### config.mk
export PLATFORM = sky130hd
export DESIGN_NAME = btnode_ctl
export DESIGN_NICKNAME = d
export VERILOG_FILES = /design/src/sv/btnode_pkg.sv /design/src/sv/btnode_ctl.sv
export SDC_FILE = /design/constraint.sdc
export NUM_CORES = 1
export LEC_CHECK = 0
export BUFFER_PORTS_ARGS = -buffer_cell sky130_fd_sc_hd__buf_2
export CORE_MARGIN = 2
export CORE_UTILIZATION = 45
export CTS_CLUSTER_SIZE = 20
export DETAILED_ROUTE_END_ITERATION = 16
export PLACE_DENSITY = 0.79
export SETUP_SLACK_MARGIN = 0.05
export SLEW_MARGIN = 5
export SYNTH_ARGS = -nofsm -noshare
export SYNTH_HDL_FRONTEND = slang
export SYNTH_SLANG_ARGS = --single-unit
### constraint.sdc
create_clock -name clock -period 2.51 [get_ports clock]
set_clock_uncertainty 0.05 [all_clocks]
set_input_delay 0.502 -clock clock [delete_from_list [all_inputs] [get_ports clock]]
set_output_delay 0.502 -clock clock [all_outputs]
set_load 0.02 [all_outputs]
### src/sv/btnode_pkg.sv
// Shared constants, codes and controller/datapath command types for the node table.
package btnode_pkg;

   localparam int MAX_ENTRIES_DEF = 64;
   localparam int KEY_BITS_DEF    = 32;

   localparam int OP_W     = 3;
   localparam int KEY_W    = 32;
   localparam int CHILD_W  = 31;
   localparam int SLOT_W   = 7;
   localparam int STAT_W   = 3;
   localparam int CFG_W    = 7;
   localparam int PADDR_W  = 3;
   localparam int PDATA_W  = 32;

   localparam logic [CFG_W-1:0] CFG_MAX_RESET = 7'd64;

   // register index of max_entries
   localparam logic CSR_IDX_MAX_ENTRIES = 1'b0;

   // operation codes
   localparam logic [OP_W-1:0] OP_LOOKUP     = 3'd0;
   localparam logic [OP_W-1:0] OP_INSERT     = 3'd1;
   localparam logic [OP_W-1:0] OP_REMOVE     = 3'd2;
   localparam logic [OP_W-1:0] OP_NEW_ROOT   = 3'd3;
   localparam logic [OP_W-1:0] OP_FIND_CHILD = 3'd4;
   localparam logic [OP_W-1:0] OP_READ       = 3'd5;
   localparam logic [OP_W-1:0] OP_SET_KEY    = 3'd6;
   localparam logic [OP_W-1:0] OP_TAKE_ONLY  = 3'd7;

   // status codes
   localparam logic [STAT_W-1:0] ST_OK        = 3'd0;
   localparam logic [STAT_W-1:0] ST_NOT_FOUND = 3'd1;
   localparam logic [STAT_W-1:0] ST_FULL      = 3'd2;
   localparam logic [STAT_W-1:0] ST_BAD_INDEX = 3'd3;
   localparam logic [STAT_W-1:0] ST_EMPTY     = 3'd4;

   // scan index load source
   localparam logic [1:0] IX_ONE   = 2'd0;
   localparam logic [1:0] IX_ZERO  = 2'd1;
   localparam logic [1:0] IX_COUNT = 2'd2;
   localparam logic [1:0] IX_SLOT  = 2'd3;

   // memory read address source
   localparam logic [2:0] RD_IDX    = 3'd0;
   localparam logic [2:0] RD_IDX_M1 = 3'd1;
   localparam logic [2:0] RD_IDX_P1 = 3'd2;
   localparam logic [2:0] RD_BEST   = 3'd3;
   localparam logic [2:0] RD_SLOT   = 3'd4;
   localparam logic [2:0] RD_ZERO   = 3'd5;

   // memory write kind
   localparam logic [2:0] WR_NONE   = 3'd0;
   localparam logic [2:0] WR_SHIFT  = 3'd1;
   localparam logic [2:0] WR_INS    = 3'd2;
   localparam logic [2:0] WR_ROOT0  = 3'd3;
   localparam logic [2:0] WR_ROOT1  = 3'd4;
   localparam logic [2:0] WR_SETKEY = 3'd5;

   // entry count update
   localparam logic [2:0] CN_HOLD = 3'd0;
   localparam logic [2:0] CN_INC  = 3'd1;
   localparam logic [2:0] CN_DEC  = 3'd2;
   localparam logic [2:0] CN_TWO  = 3'd3;
   localparam logic [2:0] CN_ZERO = 3'd4;

   typedef struct packed {
      logic              load;
      logic              idx_set;
      logic [1:0]        idx_src;
      logic              idx_inc;
      logic              idx_dec;
      logic              rd_en;
      logic [2:0]        rd_src;
      logic              cmp_key;
      logic              pos_load;
      logic [2:0]        wr_kind;
      logic [2:0]        cnt_op;
      logic              res_child;
      logic              res_key;
      logic              res_slot_idx;
      logic              res_slot_at;
      logic              status_set;
      logic [STAT_W-1:0] status;
      logic              out_load;
   } cmd_type;

   typedef struct packed {
      logic [OP_W-1:0] op;
      logic            count_zero;
      logic            count_one;
      logic            slot_bad;
      logic            full;
      logic            scan_end;
      logic            child_hit;
      logic            ins_done;
      logic            rem_done;
   } stat_type;

endpackage

### src/sv/btnode_ctl.sv
// Controller: sequences each operation over the datapath and owns the handshakes.
module btnode_ctl (
   input  logic                 clock,
   input  logic                 reset,
   input  logic                 req_valid,
   output logic                 req_ready,
   output logic                 rsp_valid,
   input  logic                 rsp_ready,
   input  btnode_pkg::stat_type stat,
   output btnode_pkg::cmd_type  cmd
);
   localparam logic [3:0] S_IDLE   = 4'd0;
   localparam logic [3:0] S_DISP   = 4'd1;
   localparam logic [3:0] S_LK_CHK = 4'd2;
   localparam logic [3:0] S_LK_CMP = 4'd3;
   localparam logic [3:0] S_FD_CHK = 4'd4;
   localparam logic [3:0] S_FD_CMP = 4'd5;
   localparam logic [3:0] S_IN_CHK = 4'd6;
   localparam logic [3:0] S_IN_MV  = 4'd7;
   localparam logic [3:0] S_IN_WR  = 4'd8;
   localparam logic [3:0] S_RM_CHK = 4'd9;
   localparam logic [3:0] S_RM_MV  = 4'd10;
   localparam logic [3:0] S_ROOT1  = 4'd11;
   localparam logic [3:0] S_RES    = 4'd12;
   localparam logic [3:0] S_FIN    = 4'd13;

   logic [3:0] state_ff, state_in;
   logic       rsp_valid_ff, rsp_valid_in;
   logic       out_free;

   assign req_ready = state_ff == S_IDLE;
   assign rsp_valid = rsp_valid_ff;
   assign out_free  = !rsp_valid_ff || rsp_ready;

   always_comb begin
      cmd          = '0;
      state_in     = state_ff;
      rsp_valid_in = rsp_valid_ff && !rsp_ready;
      case (state_ff)
         S_IDLE: begin
            if (req_valid) begin
               cmd.load = 1'b1;
               state_in = S_DISP;
            end
         end
         S_DISP: begin
            case (stat.op)
               btnode_pkg::OP_LOOKUP: begin
                  if (stat.count_zero) begin
                     cmd.status_set = 1'b1;
                     cmd.status     = btnode_pkg::ST_EMPTY;
                     state_in       = S_FIN;
                  end else begin
                     cmd.idx_set = 1'b1;
                     cmd.idx_src = btnode_pkg::IX_ONE;
                     state_in    = S_LK_CHK;
                  end
               end
               btnode_pkg::OP_INSERT, btnode_pkg::OP_FIND_CHILD: begin
                  cmd.idx_set = 1'b1;
                  cmd.idx_src = btnode_pkg::IX_ZERO;
                  state_in    = S_FD_CHK;
               end
               btnode_pkg::OP_REMOVE: begin
                  if (stat.slot_bad) begin
                     cmd.status_set = 1'b1;
                     cmd.status     = btnode_pkg::ST_BAD_INDEX;
                     state_in       = S_FIN;
                  end else begin
                     cmd.idx_set = 1'b1;
                     cmd.idx_src = btnode_pkg::IX_SLOT;
                     state_in    = S_RM_CHK;
                  end
               end
               btnode_pkg::OP_NEW_ROOT: begin
                  cmd.wr_kind = btnode_pkg::WR_ROOT0;
                  state_in    = S_ROOT1;
               end
               btnode_pkg::OP_READ: begin
                  if (stat.slot_bad) begin
                     cmd.status_set = 1'b1;
                     cmd.status     = btnode_pkg::ST_BAD_INDEX;
                     state_in       = S_FIN;
                  end else begin
                     cmd.rd_en  = 1'b1;
                     cmd.rd_src = btnode_pkg::RD_SLOT;
                     state_in   = S_RES;
                  end
               end
               btnode_pkg::OP_SET_KEY: begin
                  if (stat.slot_bad) begin
                     cmd.status_set = 1'b1;
                     cmd.status     = btnode_pkg::ST_BAD_INDEX;
                  end else begin
                     cmd.wr_kind = btnode_pkg::WR_SETKEY;
                  end
                  state_in = S_FIN;
               end
               default: begin
                  if (stat.count_zero) begin
                     cmd.status_set = 1'b1;
                     cmd.status     = btnode_pkg::ST_EMPTY;
                     state_in       = S_FIN;
                  end else if (!stat.count_one) begin
                     cmd.status_set = 1'b1;
                     cmd.status     = btnode_pkg::ST_BAD_INDEX;
                     state_in       = S_FIN;
                  end else begin
                     cmd.rd_en  = 1'b1;
                     cmd.rd_src = btnode_pkg::RD_ZERO;
                     cmd.cnt_op = btnode_pkg::CN_ZERO;
                     state_in   = S_RES;
                  end
               end
            endcase
         end
         S_LK_CHK: begin
            cmd.rd_en = 1'b1;
            if (stat.scan_end) begin
               cmd.rd_src = btnode_pkg::RD_BEST;
               state_in   = S_RES;
            end else begin
               cmd.rd_src = btnode_pkg::RD_IDX;
               state_in   = S_LK_CMP;
            end
         end
         S_LK_CMP: begin
            cmd.cmp_key = 1'b1;
            cmd.idx_inc = 1'b1;
            state_in    = S_LK_CHK;
         end
         S_FD_CHK: begin
            if (stat.scan_end) begin
               cmd.status_set = 1'b1;
               cmd.status     = btnode_pkg::ST_NOT_FOUND;
               state_in       = S_FIN;
            end else begin
               cmd.rd_en  = 1'b1;
               cmd.rd_src = btnode_pkg::RD_IDX;
               state_in   = S_FD_CMP;
            end
         end
         S_FD_CMP: begin
            if (!stat.child_hit) begin
               cmd.idx_inc = 1'b1;
               state_in    = S_FD_CHK;
            end else if (stat.op == btnode_pkg::OP_FIND_CHILD) begin
               cmd.res_slot_idx = 1'b1;
               state_in         = S_FIN;
            end else if (stat.full) begin
               cmd.status_set = 1'b1;
               cmd.status     = btnode_pkg::ST_FULL;
               state_in       = S_FIN;
            end else begin
               cmd.pos_load = 1'b1;
               cmd.idx_set  = 1'b1;
               cmd.idx_src  = btnode_pkg::IX_COUNT;
               state_in     = S_IN_CHK;
            end
         end
         S_IN_CHK: begin
            if (stat.ins_done) begin
               state_in = S_IN_WR;
            end else begin
               cmd.rd_en  = 1'b1;
               cmd.rd_src = btnode_pkg::RD_IDX_M1;
               state_in   = S_IN_MV;
            end
         end
         S_IN_MV: begin
            cmd.wr_kind = btnode_pkg::WR_SHIFT;
            cmd.idx_dec = 1'b1;
            state_in    = S_IN_CHK;
         end
         S_IN_WR: begin
            cmd.wr_kind     = btnode_pkg::WR_INS;
            cmd.cnt_op      = btnode_pkg::CN_INC;
            cmd.res_slot_at = 1'b1;
            state_in        = S_FIN;
         end
         S_RM_CHK: begin
            if (stat.rem_done) begin
               cmd.cnt_op = btnode_pkg::CN_DEC;
               state_in   = S_FIN;
            end else begin
               cmd.rd_en  = 1'b1;
               cmd.rd_src = btnode_pkg::RD_IDX_P1;
               state_in   = S_RM_MV;
            end
         end
         S_RM_MV: begin
            cmd.wr_kind = btnode_pkg::WR_SHIFT;
            cmd.idx_inc = 1'b1;
            state_in    = S_RM_CHK;
         end
         S_ROOT1: begin
            cmd.wr_kind = btnode_pkg::WR_ROOT1;
            cmd.cnt_op  = btnode_pkg::CN_TWO;
            state_in    = S_FIN;
         end
         S_RES: begin
            cmd.res_child = 1'b1;
            cmd.res_key   = stat.op == btnode_pkg::OP_READ;
            state_in      = S_FIN;
         end
         S_FIN: begin
            if (out_free) begin
               cmd.out_load = 1'b1;
               rsp_valid_in = 1'b1;
               state_in     = S_IDLE;
            end
         end
         default: begin
            state_in = S_IDLE;
         end
      endcase
   end

   always_ff @(posedge clock) begin
      if (reset) begin
         state_ff     <= S_IDLE;
         rsp_valid_ff <= 1'b0;
      end else begin
         state_ff     <= state_in;
         rsp_valid_ff <= rsp_valid_in;
      end
   end

endmodule

After elaboration in Yosys (flattened, before gate mapping)
Index checks and enable logic that the tools add are counted.

word-level totals
  memory bits (read-only) = 0
  bits of input ports = 15
  word-level logic and storage cells = 107
  RAM bits = 0
  output and inout bits = 29
  flip-flop bits (word level) = 5
  memories = 0
  bits in latches = 0

cells by class
  bitwise operators = 0
  $mul = 0
  div/mod/pow operators = 0
  add/subtract/negate cells = 0
  order comparisons = 0
  reduce and logical (&&, ||, !) cells = 15
  equal/unequal tests = 21
  mux-type cells = 69
  shifts and indexed selects = 0

operators by type and width
  kind                  count
  $mux W4               24
  $pmux W4 S12          1
  $mux W3               11
  $eq A4 B4 Y1 const B  6
  $pmux W3 S4           2
  $pmux W4 S3           2
  $pmux W4 S6           1
  $pmux W4 S5           1
  $mux W1               19
  $eq A4 B3 Y1 const B  4
  $pmux W3 S2           2
  $eq A3 B3 Y1 const B  3
  $pmux W3 S3           1
  $reduce_or A3 Y1      3
  $eq A4 B2 Y1 const B  2
  $pmux W4 S2           1
  $reduce_or A7 Y1      1
  $eq A3 B2 Y1 const B  2
  $mux W2               3
  $reduce_or A2 Y1      3
  $reduce_or A6 Y1      1
  $eq A4 B1 Y1 const B  1
  $logic_not A4 Y1      1
  $ne A2 B2 Y1 const B  2
  7 further kinds       8

Logic depth before layout (Yosys ltp)
  word-level depth = 4
  gate-level depth with buffers = 5
  gate-level depth less buffers = 4

Worst setup path before layout
OpenSTA, ideal clock, no wires.

  kind = register to output
  start = register state_ff[0]
  end = output cmd[26] (netlist name)
  cell stages (with the launch flop) = 4
  arrival time = 1.689 ns
  buffers on the path = 1
  slack = 0.269 ns
  path through = dfxtp_1 -> clkbuf_1 -> nor4_1 -> and2_1

RTL lines
  what                    line               source
  from (decl)             btnode_ctl.sv:27   logic [3:0] state_ff, state_in;
  from (signal assigned)  btnode_ctl.sv:224  state_ff <= state_in;
  to (decl)               btnode_ctl.sv:10   output btnode_pkg::cmd_type cmd

==> flow_metrics.py <==
metrics = {
    "setup_path": {
        "startpoint_type": "primary input",
        "reg2reg_slack_ns": 0.90,
        "cp-end-kind": "primary output",
        "crit_fanout": 6,
        "crit_type": "primary input to primary output",
        "r2r-start": "state_ff[3]",
        "crit_required_ns": 1.96,
        "crit_arrival_ns": 1.87,
        "rr_worst_depth": 4,
        "r2r-end": "state_ff[1]",
    },
    "die": {
        "rows": 16,
        "die-area_um2": 2333,
        "die_x_um": 48.31,
        "die_h_um": 48.31,
        "core_area_um2": 1902,
        "initial_core_util_pct": 46.45,
        "io_pins": 44,
    },
    "cts": {
        "clock-root-buffer": "clkbuf_4",
        "cts_made_buffers": 3,
        "clock-sinks": 5,
        "clk_pin_slew_worst_paths_ns": 0.04,
        "htree_levels": 1,
        "cts_tree": "done",
        "cts_buffer_depth": 2,
        "clock_latency_ns": 0.24,
        "hold_buffers": 0,
    },
    "synthesis": {
        "netlist_area_um2": 883.3,
        "async_reset_ff_share_pct": 0,
        "yosysSeqAreaShare_pct": 11.33,
        "yosysMostFrequentCell": "nand2_1",
        "yosys-top-cells-area": "dfxtp_1 11%, nand2_1 8.1%, nand2b_1 7.1%",
        "synth_fp_nets": 160,
        "synth_edf_count": 0,
        "syn_avg_cell_area_um2": 6.092,
        "ys_ff_latch": 5,
        "synth_top_area_cell": "dfxtp_1",
        "ys_dominant_reg_cell": "dfxtp_1",
        "synth_top_area_share_pct": 11.33,
        "synth_commonest_cells": "19 x nand2_1, 15 x nor2_1, 10 x nand2b_1, 10 x o21ai_0, 9 x a21oi_1",
        "synthCells": 145,
        "synth.distinct_cells": 40,
        "ys_warn_count": 0,
    },
    "timing": {
        "maxSlewViolCount": 0,
        "setup_tns_ns": 0,
        "hold_viol": 0,
        "max_freq_mhz": 413.1,
        "period_needed_ns": 2.421,
        "grt_setup_unrepaired": "true",
        "relSlewSlack_pct": 67.02,
        "setup-violations-final": 0,
        "worst_slew_pin_slew_ns": 0.4928,
        "min_period_over_period_pct": 96.45,
    },
    "global_route": {
        "grt_pass1_vias": 1088,
        "gr-total-overflow": 0,
        "grt_pass1_wl_mm": 4.664,
        "grt_usage_pct": 23.84,
        "grt_max_degree": 22,
        "antenna_found_initial": 0,
    },
    "cells_and_area": {
        "fin_area_um2": 1224,
        "final_util_pct": 64.34,
        "layout-drive-gt1-share_pct": 36.46,
        "diodes": 0,
        "fill_cells": 182,
        "layoutNonFillerInstCount": 219,
        "syn2layout_area_growth_pct": 38.53,
        "nets": 208,
    },
    "detailed_routing": {
        "dr.pass1.iters": 5,
        "wl_mm": 2.869,
        "avgViaCountPerCell": 5.781,
        "wl_per_cell_um": 13.10,
        "num_vias": 1266,
        "drc": 0,
        "ant_nets": 0,
        "first_iter_violations": 22,
    },
    "power": {
        "peakVddDrop_uv": 383.0,
        "cellPowerDensity_nw_per_um2": 830.9,
        "power_mw": 1.017,
        "power.leakage_nw": 0.5893,
    },
    "place": {
        "placedCellCount": 214,
        "placed_area_um2": 1156,
        "port_buffers": 43,
        "gp_congestion": 0.8993,
        "dp_hpwl_mm": 2.217,
    },
    "worst_hold_path": {
        "hp-class": "primary input to register",
        "min_path_cells": 2,
        "holdPathEnd": "rsp_valid",
        "worstHoldStart": "reset",
    },
    "job": {
        "max_cap_violations": 0,
    },
    "run_status": {
        "status": "complete, no violations",
    },
}
-- metal layers --
layer / vias to the layer above / GRT usage, % / wire length [um]
met5: - / 0 / 0
met4: 0 / 6.667 / 34
li1: 624 / - / -
met3: 4 / 3.086 / 177
met1: 587 / 27.92 / 1154
met2: 51 / 45.14 / 1502
-- worst max-delay path, stage by stage --
cell	delay [ns]
buf_2	0.13
or3b_4	0.41
or3b_4	0.42
o21ai_2	0.12
and3_1	0.18
buf_6	0.12
-- cell families (layout without fill, tap and decap cells) --
group	after synthesis	in the layout	synth area share (%)
AOI/OAI and AO/OA	41	41	29.89
buffers and inverters	13	60	5.807
DFF	5	5	11.33
muxes	1	1	1.133
and+or+nand+nor	85	85	51.84
-- worst max-delay path by stage --
stage / from / endpoint / cells after the start / slack, ns
3_5_place_dp: stat[8] / cmd[14] / 6 / 0.07
5_1_grt: stat[8] / cmd[14] / 6 / 0.03
3_3_place_gp: stat[8] / cmd[14] / 6 / 0.1
2_1_floorplan: state_ff[0] / cmd[26] / 3 / 0.27
4_1_cts: stat[8] / cmd[14] / 6 / 0.07
6_report: stat[8] / cmd[14] / 6 / 0.09
-- per-stage QoR --
stage | worst slack, ns | hold WS [ns]
3_3_place_gp | 0.09872 | 0.5297
4_1_cts | 0.06546 | 0.4301
5_1_grt | 0.02920 | 0.4367
3_5_place_dp | 0.06583 | 0.5183
6_report | 0.08910 | 0.4401
2_1_floorplan | 0.2690 | 0.4950
-- area by class of cell --
class                      count  area (um2)  share of cell area [%]
sequential                     5       101.3                   8.282
clock buffer                   4       26.28                   2.147
multi-input combinational    127       758.2                   61.96
timing repair buffer          52       289.0                   23.62
inverter                       4       15.01                   1.227
tap                           27       33.78                   2.761
-- registers in the layout, summed over array words and instances, names as in the netlist --
register	cells
state_ff	4
rsp_valid	1
-- layout by cell type (no fill, tap or decap), types with 4 or more instances in the layout --
cell	Yosys	routed
a21oi_1	9	9
buf_2	2	42
buf_4	0	9
dfxtp_1	5	4
inv_1	4	4
nand2_1	19	19
nand2b_1	10	10
nand3_1	5	4
nor2_1	15	15
nor3_1	6	5
o21ai_0	10	10
-- timing repair --
item | in CTS | in global routing
gates resized for setup | 1 | 10
setup endpoints to repair | 2 | 7
pin swaps | 0 | 1
setup buffers | 0 | 1
-- report_power, final --
| part | leakage (nW) | internal, mW | switching [mW] |
|---|---|---|---|
| registers | 0.0414 | 0.108 | 0.0549 |
| logic | 0.533 | 0.284 | 0.478 |
| clock network | 0.0150 | 0.0600 | 0.0317 |
| total | 0.589 | 0.452 | 0.565 |
Power figures use the tool's default switching activity.
